$ cat src/hw/rtl/kalman_cv_position_filter_top_assert.svh
// Assertion macros shared by the filter RTL.
`ifndef KALMAN_CV_POSITION_FILTER_TOP_ASSERT_SVH
`define KALMAN_CV_POSITION_FILTER_TOP_ASSERT_SVH

// Same-cycle implication, sampled on i_clk and disabled while i_rst_n is low.
`define KCV_ASSERT_IMP(label, ante, cons) \
    label: assert property (@(posedge i_clk) disable iff (!i_rst_n) (ante) |-> (cons)) \
        else $error("kcv assertion failed");

// Next-cycle implication, sampled on i_clk and disabled while i_rst_n is low.
`define KCV_ASSERT_NXT(label, ante, cons) \
    label: assert property (@(posedge i_clk) disable iff (!i_rst_n) (ante) |=> (cons)) \
        else $error("kcv assertion failed");

`endif

$ cat src/hw/rtl/kcv_pkg.sv
// Package with types, constants and the operation program of the filter.
`timescale 1ns / 1ps
`default_nettype none

package kcv_pkg;

    localparam int DATA_W    = 32;
    localparam int VAR_W     = 31;
    localparam int MEM_AW    = 6;
    localparam int MEM_DEPTH = 1 << MEM_AW;
    localparam int ACC_W     = 50;
    localparam int PC_W      = 8;
    localparam int PROG_LEN  = 1 << PC_W;
    localparam int DT_W      = 17;
    localparam int CFG_IDX_W = 3;

    localparam logic [DATA_W-1:0] ONE_Q16 = 32'h0001_0000;
    localparam logic [DT_W-1:0]   MAX_DT  = 17'h1_0000;

    localparam logic [CFG_IDX_W-1:0] CFG_START_POS_X = 3'd0;
    localparam logic [CFG_IDX_W-1:0] CFG_START_POS_Y = 3'd1;
    localparam logic [CFG_IDX_W-1:0] CFG_START_VAR_X = 3'd2;
    localparam logic [CFG_IDX_W-1:0] CFG_START_VAR_Y = 3'd3;
    localparam logic [CFG_IDX_W-1:0] CFG_PROC_NOISE  = 3'd4;
    localparam logic [CFG_IDX_W-1:0] CFG_MEAS_NOISE  = 3'd5;

    localparam int A_E     = 0;
    localparam int A_P     = 4;
    localparam int A_T     = 20;
    localparam int A_K     = 28;
    localparam int A_M     = 36;
    localparam int A_SI    = 44;
    localparam int A_S00   = 48;
    localparam int A_S11   = 49;
    localparam int A_ADJ01 = 50;
    localparam int A_ADJ10 = 51;
    localparam int A_IN0   = 52;
    localparam int A_IN1   = 53;
    localparam int A_DET   = 54;

    localparam int INIT_BASE = 0;
    localparam int MAIN_BASE = 20;

    typedef logic [MEM_AW-1:0] t_addr;

    typedef enum logic [2:0] {
        K_ADDA,
        K_SUBA,
        K_ADDB,
        K_MUL,
        K_MULN,
        K_DIV,
        K_CHK
    } t_kind;

    typedef enum logic [3:0] {
        B_MEM,
        B_DT,
        B_Q,
        B_R,
        B_ZX,
        B_ZY,
        B_ONE,
        B_SPX,
        B_SPY,
        B_SVX,
        B_SVY,
        B_ZERO
    } t_bsel;

    typedef struct packed {
        t_kind kind;
        logic  clr;
        logic  wr;
        logic  last;
        t_addr a;
        t_addr b;
        t_bsel bsel;
        t_addr dst;
    } t_op;

    typedef t_op [PROG_LEN-1:0] t_prog;

    function automatic t_addr ad(int v);
        return t_addr'(v);
    endfunction

    function automatic t_addr pa(int i, int j);
        return t_addr'(A_P + 4 * i + j);
    endfunction

    function automatic t_addr ta(int i, int j);
        return t_addr'(A_T + 4 * i + j);
    endfunction

    function automatic t_addr ka(int i, int j);
        return t_addr'(A_K + 2 * i + j);
    endfunction

    function automatic t_addr ma(int i, int j);
        return t_addr'(A_M + 2 * i + j);
    endfunction

    function automatic t_addr sa(int i, int j);
        return t_addr'(A_SI + 2 * i + j);
    endfunction

    function automatic t_op mk(t_kind kind, logic clr, logic wr, t_addr a, t_addr b,
                               t_bsel bsel, t_addr dst);
        t_op op;
        op.kind = kind;
        op.clr  = clr;
        op.wr   = wr;
        op.last = 1'b0;
        op.a    = a;
        op.b    = b;
        op.bsel = bsel;
        op.dst  = dst;
        return op;
    endfunction

    function automatic t_prog build_prog();
        t_prog p;
        int    n;
        int    i;
        int    j;
        t_addr z;
        t_addr s;
        t_bsel bs;
        p = '0;
        z = '0;
        n = INIT_BASE;
        for (i = 0; i < 4; i++) begin
            bs = B_ZERO;
            if (i == 0) bs = B_SPX;
            if (i == 1) bs = B_SPY;
            p[n] = mk(K_ADDB, 1'b1, 1'b1, z, z, bs, ad(A_E + i)); n++;
        end
        for (i = 0; i < 4; i++) begin
            for (j = 0; j < 4; j++) begin
                bs = B_ZERO;
                if (i == j) bs = B_ONE;
                if (i == j && i == 0) bs = B_SVX;
                if (i == j && i == 1) bs = B_SVY;
                p[n] = mk(K_ADDB, 1'b1, 1'b1, z, z, bs, pa(i, j)); n++;
            end
        end
        p[n - 1].last = 1'b1;

        n = MAIN_BASE;
        for (i = 0; i < 2; i++) begin
            p[n] = mk(K_ADDA, 1'b1, 1'b0, ad(A_E + i), z, B_MEM, z); n++;
            p[n] = mk(K_MUL, 1'b0, 1'b1, ad(A_E + i + 2), z, B_DT, ad(A_E + i)); n++;
        end
        for (i = 0; i < 2; i++) begin
            for (j = 0; j < 4; j++) begin
                p[n] = mk(K_ADDA, 1'b1, 1'b0, pa(i, j), z, B_MEM, z); n++;
                p[n] = mk(K_MUL, 1'b0, 1'b1, pa(i + 2, j), z, B_DT, ta(i, j)); n++;
            end
        end
        for (i = 0; i < 4; i++) begin
            for (j = 0; j < 4; j++) begin
                if (j < 2) begin
                    s = (i < 2) ? ta(i, j) : pa(i, j);
                    p[n] = mk(K_ADDA, 1'b1, 1'b0, s, z, B_MEM, z); n++;
                    s = (i < 2) ? ta(i, j + 2) : pa(i, j + 2);
                    p[n] = mk(K_MUL, 1'b0, 1'b1, s, z, B_DT, pa(i, j)); n++;
                end else if (i < 2) begin
                    p[n] = mk(K_ADDA, 1'b1, 1'b1, ta(i, j), z, B_MEM, pa(i, j)); n++;
                end
            end
        end
        for (i = 0; i < 4; i++) begin
            p[n] = mk(K_ADDA, 1'b1, 1'b0, pa(i, i), z, B_MEM, z); n++;
            p[n] = mk(K_ADDB, 1'b0, 1'b1, z, z, B_Q, pa(i, i)); n++;
        end
        p[n] = mk(K_ADDB, 1'b1, 1'b0, z, z, B_ZX, z); n++;
        p[n] = mk(K_SUBA, 1'b0, 1'b1, ad(A_E), z, B_MEM, ad(A_IN0)); n++;
        p[n] = mk(K_ADDB, 1'b1, 1'b0, z, z, B_ZY, z); n++;
        p[n] = mk(K_SUBA, 1'b0, 1'b1, ad(A_E + 1), z, B_MEM, ad(A_IN1)); n++;
        p[n] = mk(K_ADDA, 1'b1, 1'b0, pa(0, 0), z, B_MEM, z); n++;
        p[n] = mk(K_ADDB, 1'b0, 1'b1, z, z, B_R, ad(A_S00)); n++;
        p[n] = mk(K_ADDA, 1'b1, 1'b0, pa(1, 1), z, B_MEM, z); n++;
        p[n] = mk(K_ADDB, 1'b0, 1'b1, z, z, B_R, ad(A_S11)); n++;
        p[n] = mk(K_MUL, 1'b1, 1'b0, ad(A_S00), ad(A_S11), B_MEM, z); n++;
        p[n] = mk(K_MULN, 1'b0, 1'b1, pa(0, 1), pa(1, 0), B_MEM, ad(A_DET)); n++;
        p[n] = mk(K_CHK, 1'b0, 1'b0, z, z, B_MEM, z); n++;
        p[n] = mk(K_SUBA, 1'b1, 1'b1, pa(0, 1), z, B_MEM, ad(A_ADJ01)); n++;
        p[n] = mk(K_SUBA, 1'b1, 1'b1, pa(1, 0), z, B_MEM, ad(A_ADJ10)); n++;
        p[n] = mk(K_DIV, 1'b0, 1'b1, ad(A_S11), ad(A_DET), B_MEM, sa(0, 0)); n++;
        p[n] = mk(K_DIV, 1'b0, 1'b1, ad(A_ADJ01), ad(A_DET), B_MEM, sa(0, 1)); n++;
        p[n] = mk(K_DIV, 1'b0, 1'b1, ad(A_ADJ10), ad(A_DET), B_MEM, sa(1, 0)); n++;
        p[n] = mk(K_DIV, 1'b0, 1'b1, ad(A_S00), ad(A_DET), B_MEM, sa(1, 1)); n++;
        for (i = 0; i < 4; i++) begin
            for (j = 0; j < 2; j++) begin
                p[n] = mk(K_MUL, 1'b1, 1'b0, pa(i, 0), sa(0, j), B_MEM, z); n++;
                p[n] = mk(K_MUL, 1'b0, 1'b1, pa(i, 1), sa(1, j), B_MEM, ka(i, j)); n++;
            end
        end
        for (i = 0; i < 4; i++) begin
            p[n] = mk(K_ADDA, 1'b1, 1'b0, ad(A_E + i), z, B_MEM, z); n++;
            p[n] = mk(K_MUL, 1'b0, 1'b0, ka(i, 0), ad(A_IN0), B_MEM, z); n++;
            p[n] = mk(K_MUL, 1'b0, 1'b1, ka(i, 1), ad(A_IN1), B_MEM, ad(A_E + i)); n++;
        end
        for (i = 0; i < 4; i++) begin
            for (j = 0; j < 2; j++) begin
                if (i == j) begin
                    p[n] = mk(K_ADDB, 1'b1, 1'b0, z, z, B_ONE, z); n++;
                    p[n] = mk(K_SUBA, 1'b0, 1'b1, ka(i, j), z, B_MEM, ma(i, j)); n++;
                end else begin
                    p[n] = mk(K_SUBA, 1'b1, 1'b1, ka(i, j), z, B_MEM, ma(i, j)); n++;
                end
            end
        end
        for (i = 2; i < 4; i++) begin
            for (j = 0; j < 4; j++) begin
                p[n] = mk(K_ADDA, 1'b1, 1'b0, pa(i, j), z, B_MEM, z); n++;
                p[n] = mk(K_MUL, 1'b0, 1'b0, ma(i, 0), pa(0, j), B_MEM, z); n++;
                p[n] = mk(K_MUL, 1'b0, 1'b1, ma(i, 1), pa(1, j), B_MEM, pa(i, j)); n++;
            end
        end
        for (j = 0; j < 4; j++) begin
            p[n] = mk(K_MUL, 1'b1, 1'b0, ma(0, 0), pa(0, j), B_MEM, z); n++;
            p[n] = mk(K_MUL, 1'b0, 1'b1, ma(0, 1), pa(1, j), B_MEM, ta(0, j)); n++;
        end
        for (j = 0; j < 4; j++) begin
            p[n] = mk(K_MUL, 1'b1, 1'b0, ma(1, 0), pa(0, j), B_MEM, z); n++;
            p[n] = mk(K_MUL, 1'b0, 1'b1, ma(1, 1), pa(1, j), B_MEM, pa(1, j)); n++;
        end
        for (j = 0; j < 4; j++) begin
            p[n] = mk(K_ADDA, 1'b1, 1'b1, ta(0, j), z, B_MEM, pa(0, j)); n++;
        end
        p[n - 1].last = 1'b1;
        return p;
    endfunction

endpackage

`default_nettype wire

$ cat src/hw/rtl/kcv_div.sv
// Restoring divider for the inverse of the innovation covariance, one bit per cycle.
`timescale 1ns / 1ps
`default_nettype none

module kcv_div (
    input  logic                        i_clk,
    input  logic                        i_rst_n,
    input  logic                        i_start,
    input  logic [kcv_pkg::DATA_W-1:0]  i_num,
    input  logic [kcv_pkg::VAR_W-1:0]   i_den,
    output logic                        o_done,
    output logic [kcv_pkg::DATA_W-1:0]  o_quo
);
    import kcv_pkg::*;

    localparam int QUO_W = DATA_W + 16;
    localparam int CNT_W = $clog2(QUO_W);

    logic              r_busy;
    logic              r_done;
    logic [CNT_W-1:0]  r_cnt;
    logic              r_neg;
    logic [VAR_W-1:0]  r_den;
    logic [VAR_W-1:0]  r_rem;
    logic [QUO_W-1:0]  r_quo;

    logic [DATA_W-1:0] w_mag;
    logic [DATA_W-1:0] w_trial;
    logic [DATA_W-1:0] w_diff;
    logic              w_ge;
    logic [DATA_W-1:0] w_neg_q;

    assign w_mag   = i_num[DATA_W-1] ? (~i_num + 1'b1) : i_num;
    assign w_trial = {r_rem, r_quo[QUO_W-1]};
    assign w_ge    = w_trial >= {1'b0, r_den};
    assign w_diff  = w_trial - {1'b0, r_den};
    assign w_neg_q = ~r_quo[DATA_W-1:0] + 1'b1;

    always_comb begin
        if (r_neg) begin
            if (r_quo > QUO_W'(33'h1_0000_0000 >> 1)) begin
                o_quo = {1'b1, {(DATA_W-1){1'b0}}};
            end else begin
                o_quo = w_neg_q;
            end
        end else begin
            if (r_quo > QUO_W'({1'b0, {(DATA_W-1){1'b1}}})) begin
                o_quo = {1'b0, {(DATA_W-1){1'b1}}};
            end else begin
                o_quo = r_quo[DATA_W-1:0];
            end
        end
    end

    assign o_done = r_done;

    always_ff @(posedge i_clk) begin
        if (!i_rst_n) begin
            r_busy <= 1'b0;
            r_done <= 1'b0;
            r_cnt  <= '0;
        end else begin
            r_done <= 1'b0;
            if (i_start) begin
                r_busy <= 1'b1;
                r_cnt  <= '0;
                r_neg  <= i_num[DATA_W-1];
                r_den  <= i_den;
                r_rem  <= '0;
                r_quo  <= {w_mag, 16'h0000};
            end else if (r_busy) begin
                r_rem <= w_ge ? w_diff[VAR_W-1:0] : w_trial[VAR_W-1:0];
                r_quo <= {r_quo[QUO_W-2:0], w_ge};
                r_cnt <= r_cnt + 1'b1;
                if (r_cnt == CNT_W'(QUO_W - 1)) begin
                    r_busy <= 1'b0;
                    r_done <= 1'b1;
                end
            end
        end
    end

endmodule

`default_nettype wire

$ cat config.mk
export PLATFORM = sky130hd
export DESIGN_NAME = kcv_div
export DESIGN_NICKNAME = d
export VERILOG_FILES = /design/src/hw/rtl/kalman_cv_position_filter_top_assert.svh /design/src/hw/rtl/kcv_pkg.sv /design/src/hw/rtl/kcv_div.sv
export SDC_FILE = /design/constraint.sdc
export NUM_CORES = 1
export LEC_CHECK = 0
export ABC_AREA = 1
export ABC_CLOCK_PERIOD_IN_PS = 4200
export BUFFER_PORTS_ARGS = -buffer_cell sky130_fd_sc_hd__buf_2
export CORE_MARGIN = 2
export CORE_UTILIZATION = 65
export CTS_CLUSTER_DIAMETER = 40
export DETAILED_ROUTE_END_ITERATION = 6
export PLACE_DENSITY = 0.84
export SLEW_MARGIN = 20
export SYNTH_ARGS = -nofsm -noshare
export SYNTH_HDL_FRONTEND = slang
export SYNTH_SLANG_ARGS = --single-unit
$ cat constraint.sdc
create_clock -name i_clk -period 4.2 [get_ports i_clk]
set_input_delay 0.21 -clock i_clk [delete_from_list [all_inputs] [get_ports i_clk]]
set_output_delay 0.21 -clock i_clk [all_outputs]
set_load 0.02 [all_outputs]
==> summary.md <==
| Metric | Value |
|---|---|
| Count of cell types in the netlist | `43` |
| Clock sink count | `119` |
| PortBufs | `98` |
| Syn Nets | `1427` |
| Hold_sp | `i_num[0]` |
| Top Ports | `99` |
| Hold Path End | `r_quo[16]` |
| Critical path arrival | `3.03 ns` |
| Most frequent cells in the layout | `363 x nand2_1, 207 x inv_1, 202 x nor2_1` |
| Routed WL | `24690 um` |
| CORE AREA | `13880 sq um` |
| Chip width | `123.0 um` |
| DR WL/cell | `15.05 um` |
| Diodes inserted | `0` |
| Residual DRC | `0` |
| Synth warn | `0` |
| Final setup TNS | `0 ns` |
| VDD IR max | `0.3693 mV` |
| Worst Tran Pin Value | `0.8564 ns` |
| Initial antenna violation count | `0` |
| Layout cells sized above 1 | `0.1082` |
| Cell Area, Synth | `9203 sq um` |
| R2R setup slack | `0.98 ns` |
| Full die area | `15130 sq um` |
| Remaining Overflow, GRT | `0` |
| FF+latch count, synth | `119` |
| Crit-path max FO | `29` |
| Iteration-0 DRC Markers | `953` |
| Power Dens Cells | `399.4 nW/um^2` |
| RSZ-0062 raised after global routing | `no` |
| First-pass GRT wire length | `38990 um` |
| Quantity of gates resized following cts | `0` |
| Root Buffer | `clkbuf_16` |
| FF-to-FF Start | `r_rem[22]` |
| Die height | `123.0 um` |
| Worst slew margin | `0.4285` |
| Area Growth Syn to Fin | `16.93%` |
| Worst Hold Class | `primary input to flop` |
| Post-layout min period | `3.243 ns` |
| CTS max path bufs | `2` |
| Commonest non-fill, non-tap cell in the layout | `nand2_1` |
| Mapped Avg Cell Area | `6.940 sq um` |
| Worst-path clk slew | `0.06 ns` |
| Setup Skew | `0.01067 ns` |
| FP Rows | `43` |
| Vias in the first global route | `8430` |
| WP data required | `3.99 ns` |
| Slew Limit Fails | `0` |
| Initial Util | `0.6630` |
| Final nets | `1548` |
| Max-cap violation count | `0` |
| GPL Wtd Cong | `1.041` |
| Worst r2r dst | `r_rem[17]` |
| Part of the Yosys area used for sequential elements | `0.3796` |
| Hold violation total from the final report | `0` |
| HPWL after detailed placement | `17010 um` |
| CP Capture Type | `output port` |
| H-tree depth | `4` |
| Via Count | `9183` |
| TritonCTS clock tree | `done` |
| Hold depth | `3` |
| PnR Total Power | `4.298 mW` |
| CTS buffer count | `17` |
| CP startpoint kind | `flop` |
| Static leakage | `5.240 nW` |
| Final setup fails | `0` |
| DRT Pass-1 Iters | `6` |
| Final ANT Viol Nets | `0` |
| Status | `complete, no violations` |
| Kind of critical path | `flop to output port` |
| FF/Latch Area | `3493 sq um` |
| Gr usage total | `0.3318` |
| Multi-input logic area | `4770 sq um` |
| Reg2reg path depth | `12` |
| FILL cells | `1054` |
| Peak Freq | `308.4 MHz` |
| Final cycle utilization of the critical path | `0.7720` |
| Largest net degree at the start of global routing | `81` |
| Post-Syn Instances | `1326` |
| Clk_lat worst skew | `0.43 ns` |
| Vias per Instance | `5.599` |
[worst max-delay path, cell delays in order (launching register included)]
cell and delay, ns:
edfxtp_1 0.38, inv_1 0.12, ha_1 0.29, inv_2 0.09
nor3_4 0.26, inv_2 0.08, nor2_4 0.13, nand2_2 0.08
nor2_2 0.13, nand2_2 0.07, nand2_4 0.09, nand2_2 0.33
o21ai_1 0.35, buf_2 0.22
[per-layer routing]
layer,up-vias,GRT usage,part of all wire
li1,4486,-,-
met3,53,0.07196,0.089
met2,453,0.5294,0.47
met4,0,0.1214,0.020
met1,4191,0.4466,0.42
met5,-,0,0
[logic make-up (layout without fill, tap and decap cells)]
group,after synthesis,in the layout,share of synthesized area
buffers and inverters,247,381,0.1039
XOR/XNOR,59,59,0.05615
flip-flops,119,119,0.3796
AND/OR/NAND/NOR,713,713,0.3247
AO/OA/AOI/OAI,153,153,0.08729
adder cells (fa/ha/maj),35,35,0.04840
[state kept, by name, indices dropped and copies added, names as in the netlist]
name / count
r_quo: 48
r_den: 31
r_rem: 31
r_cnt: 6
o_done: 1
r_busy: 1
r_neg: 1
[metrics by stage]
stage | cells | cell area, sq um | utilization | worst slack (ns) | hold WS (ns)
after floorplan | 1326 | 9203 | - | 1.547 | 0.3089
after global placement | 1577 | 9811 | 0.7068 | 1.257 | 0.3860
after detailed placement | 1577 | 9811 | 0.7068 | 1.114 | 0.3881
after CTS | 1640 | 10750 | 0.7746 | 1.006 | 0.1348
after global routing | 1640 | 10760 | 0.7752 | 0.7873 | 0.1403
final | 1640 | 10760 | 0.7752 | 0.9575 | 0.1324
[how the worst max path moves through the flow]
stage / start / end / depth (start not counted) / slack, ns
floorplan: i_start / r_quo[0] / 3 / 1.55
global placement: r_rem[22] / r_rem[19] / 12 / 1.26
detailed placement: r_rem[22] / r_rem[17] / 12 / 1.11
CTS: r_quo[0] / o_quo[15] / 13 / 1.01
global route: r_rem[17] / r_rem[17] / 12 / 0.79
finish: r_quo[0] / o_quo[17] / 13 / 0.96
[power by group]
| group | internal, mW | total [mW] | leakage [nW] | switching (mW) |
|---|---|---|---|---|
| Sequential | 1.46 | 1.53 | 1.14 | 0.0734 |
| Combinational | 0.417 | 1.25 | 3.79 | 0.834 |
| Clock | 0.962 | 1.52 | 0.311 | 0.555 |
| Total | 2.83 | 4.30 | 5.24 | 1.46 |
[final cells by class]
type | instances | area share
multi-input cells | 960 | 0.4433
flip-flops and latches | 119 | 0.3247
repair buffers | 133 | 0.07721
inverters | 216 | 0.07535
clock buffers | 25 | 0.05407
well taps | 180 | 0.02093
clock inverters | 7 | 0.004535
[synth_stat cells]
cell type / n / area share
o21ai_2: 1 / 0.00095
nand2_2: 4 / 0.0027
nor4_1: 2 / 0.0014
nor2_2: 4 / 0.0027
buf_6: 2 / 0.0024
or2_2: 2 / 0.0014
and2_1: 3 / 0.0020
nor3_1: 9 / 0.0049
nand2_4: 2 / 0.0024
o21ai_1: 45 / 0.024
or2_1: 1 / 0.00068
nor3_2: 1 / 0.0011
nand2_1: 364 / 0.15
buf_2: 5 / 0.0027
nor3b_1: 1 / 0.00082
buf_4: 2 / 0.0016
ha_1: 34 / 0.046
nor2_4: 1 / 0.0012
a21o_1: 1 / 0.00082
o21ai_0: 62 / 0.034
fa_1: 1 / 0.0022
clkinv_1: 1 / 0.00041
nand3b_1: 16 / 0.013
dfxtp_1: 8 / 0.017
buf_1: 1 / 0.00041
inv_2: 8 / 0.0033
o31ai_1: 1 / 0.00082
nand3_1: 76 / 0.041
a21oi_1: 28 / 0.015
edfxtp_1: 111 / 0.36
nor3_4: 1 / 0.0018
xnor2_1: 8 / 0.0076
o211ai_1: 2 / 0.0016
clkbuf_1: 21 / 0.0086
nand4_1: 23 / 0.016
o21bai_1: 3 / 0.0024
nor2_1: 202 / 0.082
o21a_1: 1 / 0.00082
xor2_1: 51 / 0.049
and3_1: 1 / 0.00068
o32ai_1: 1 / 0.00095
inv_1: 207 / 0.084
a31oi_1: 8 / 0.0054
[repair_timing]
action                    CTS  global route
hold buffers               31             0
hold endpoints to repair   31             0
setup buffers               0             0
Power figures use the tool's default switching activity.
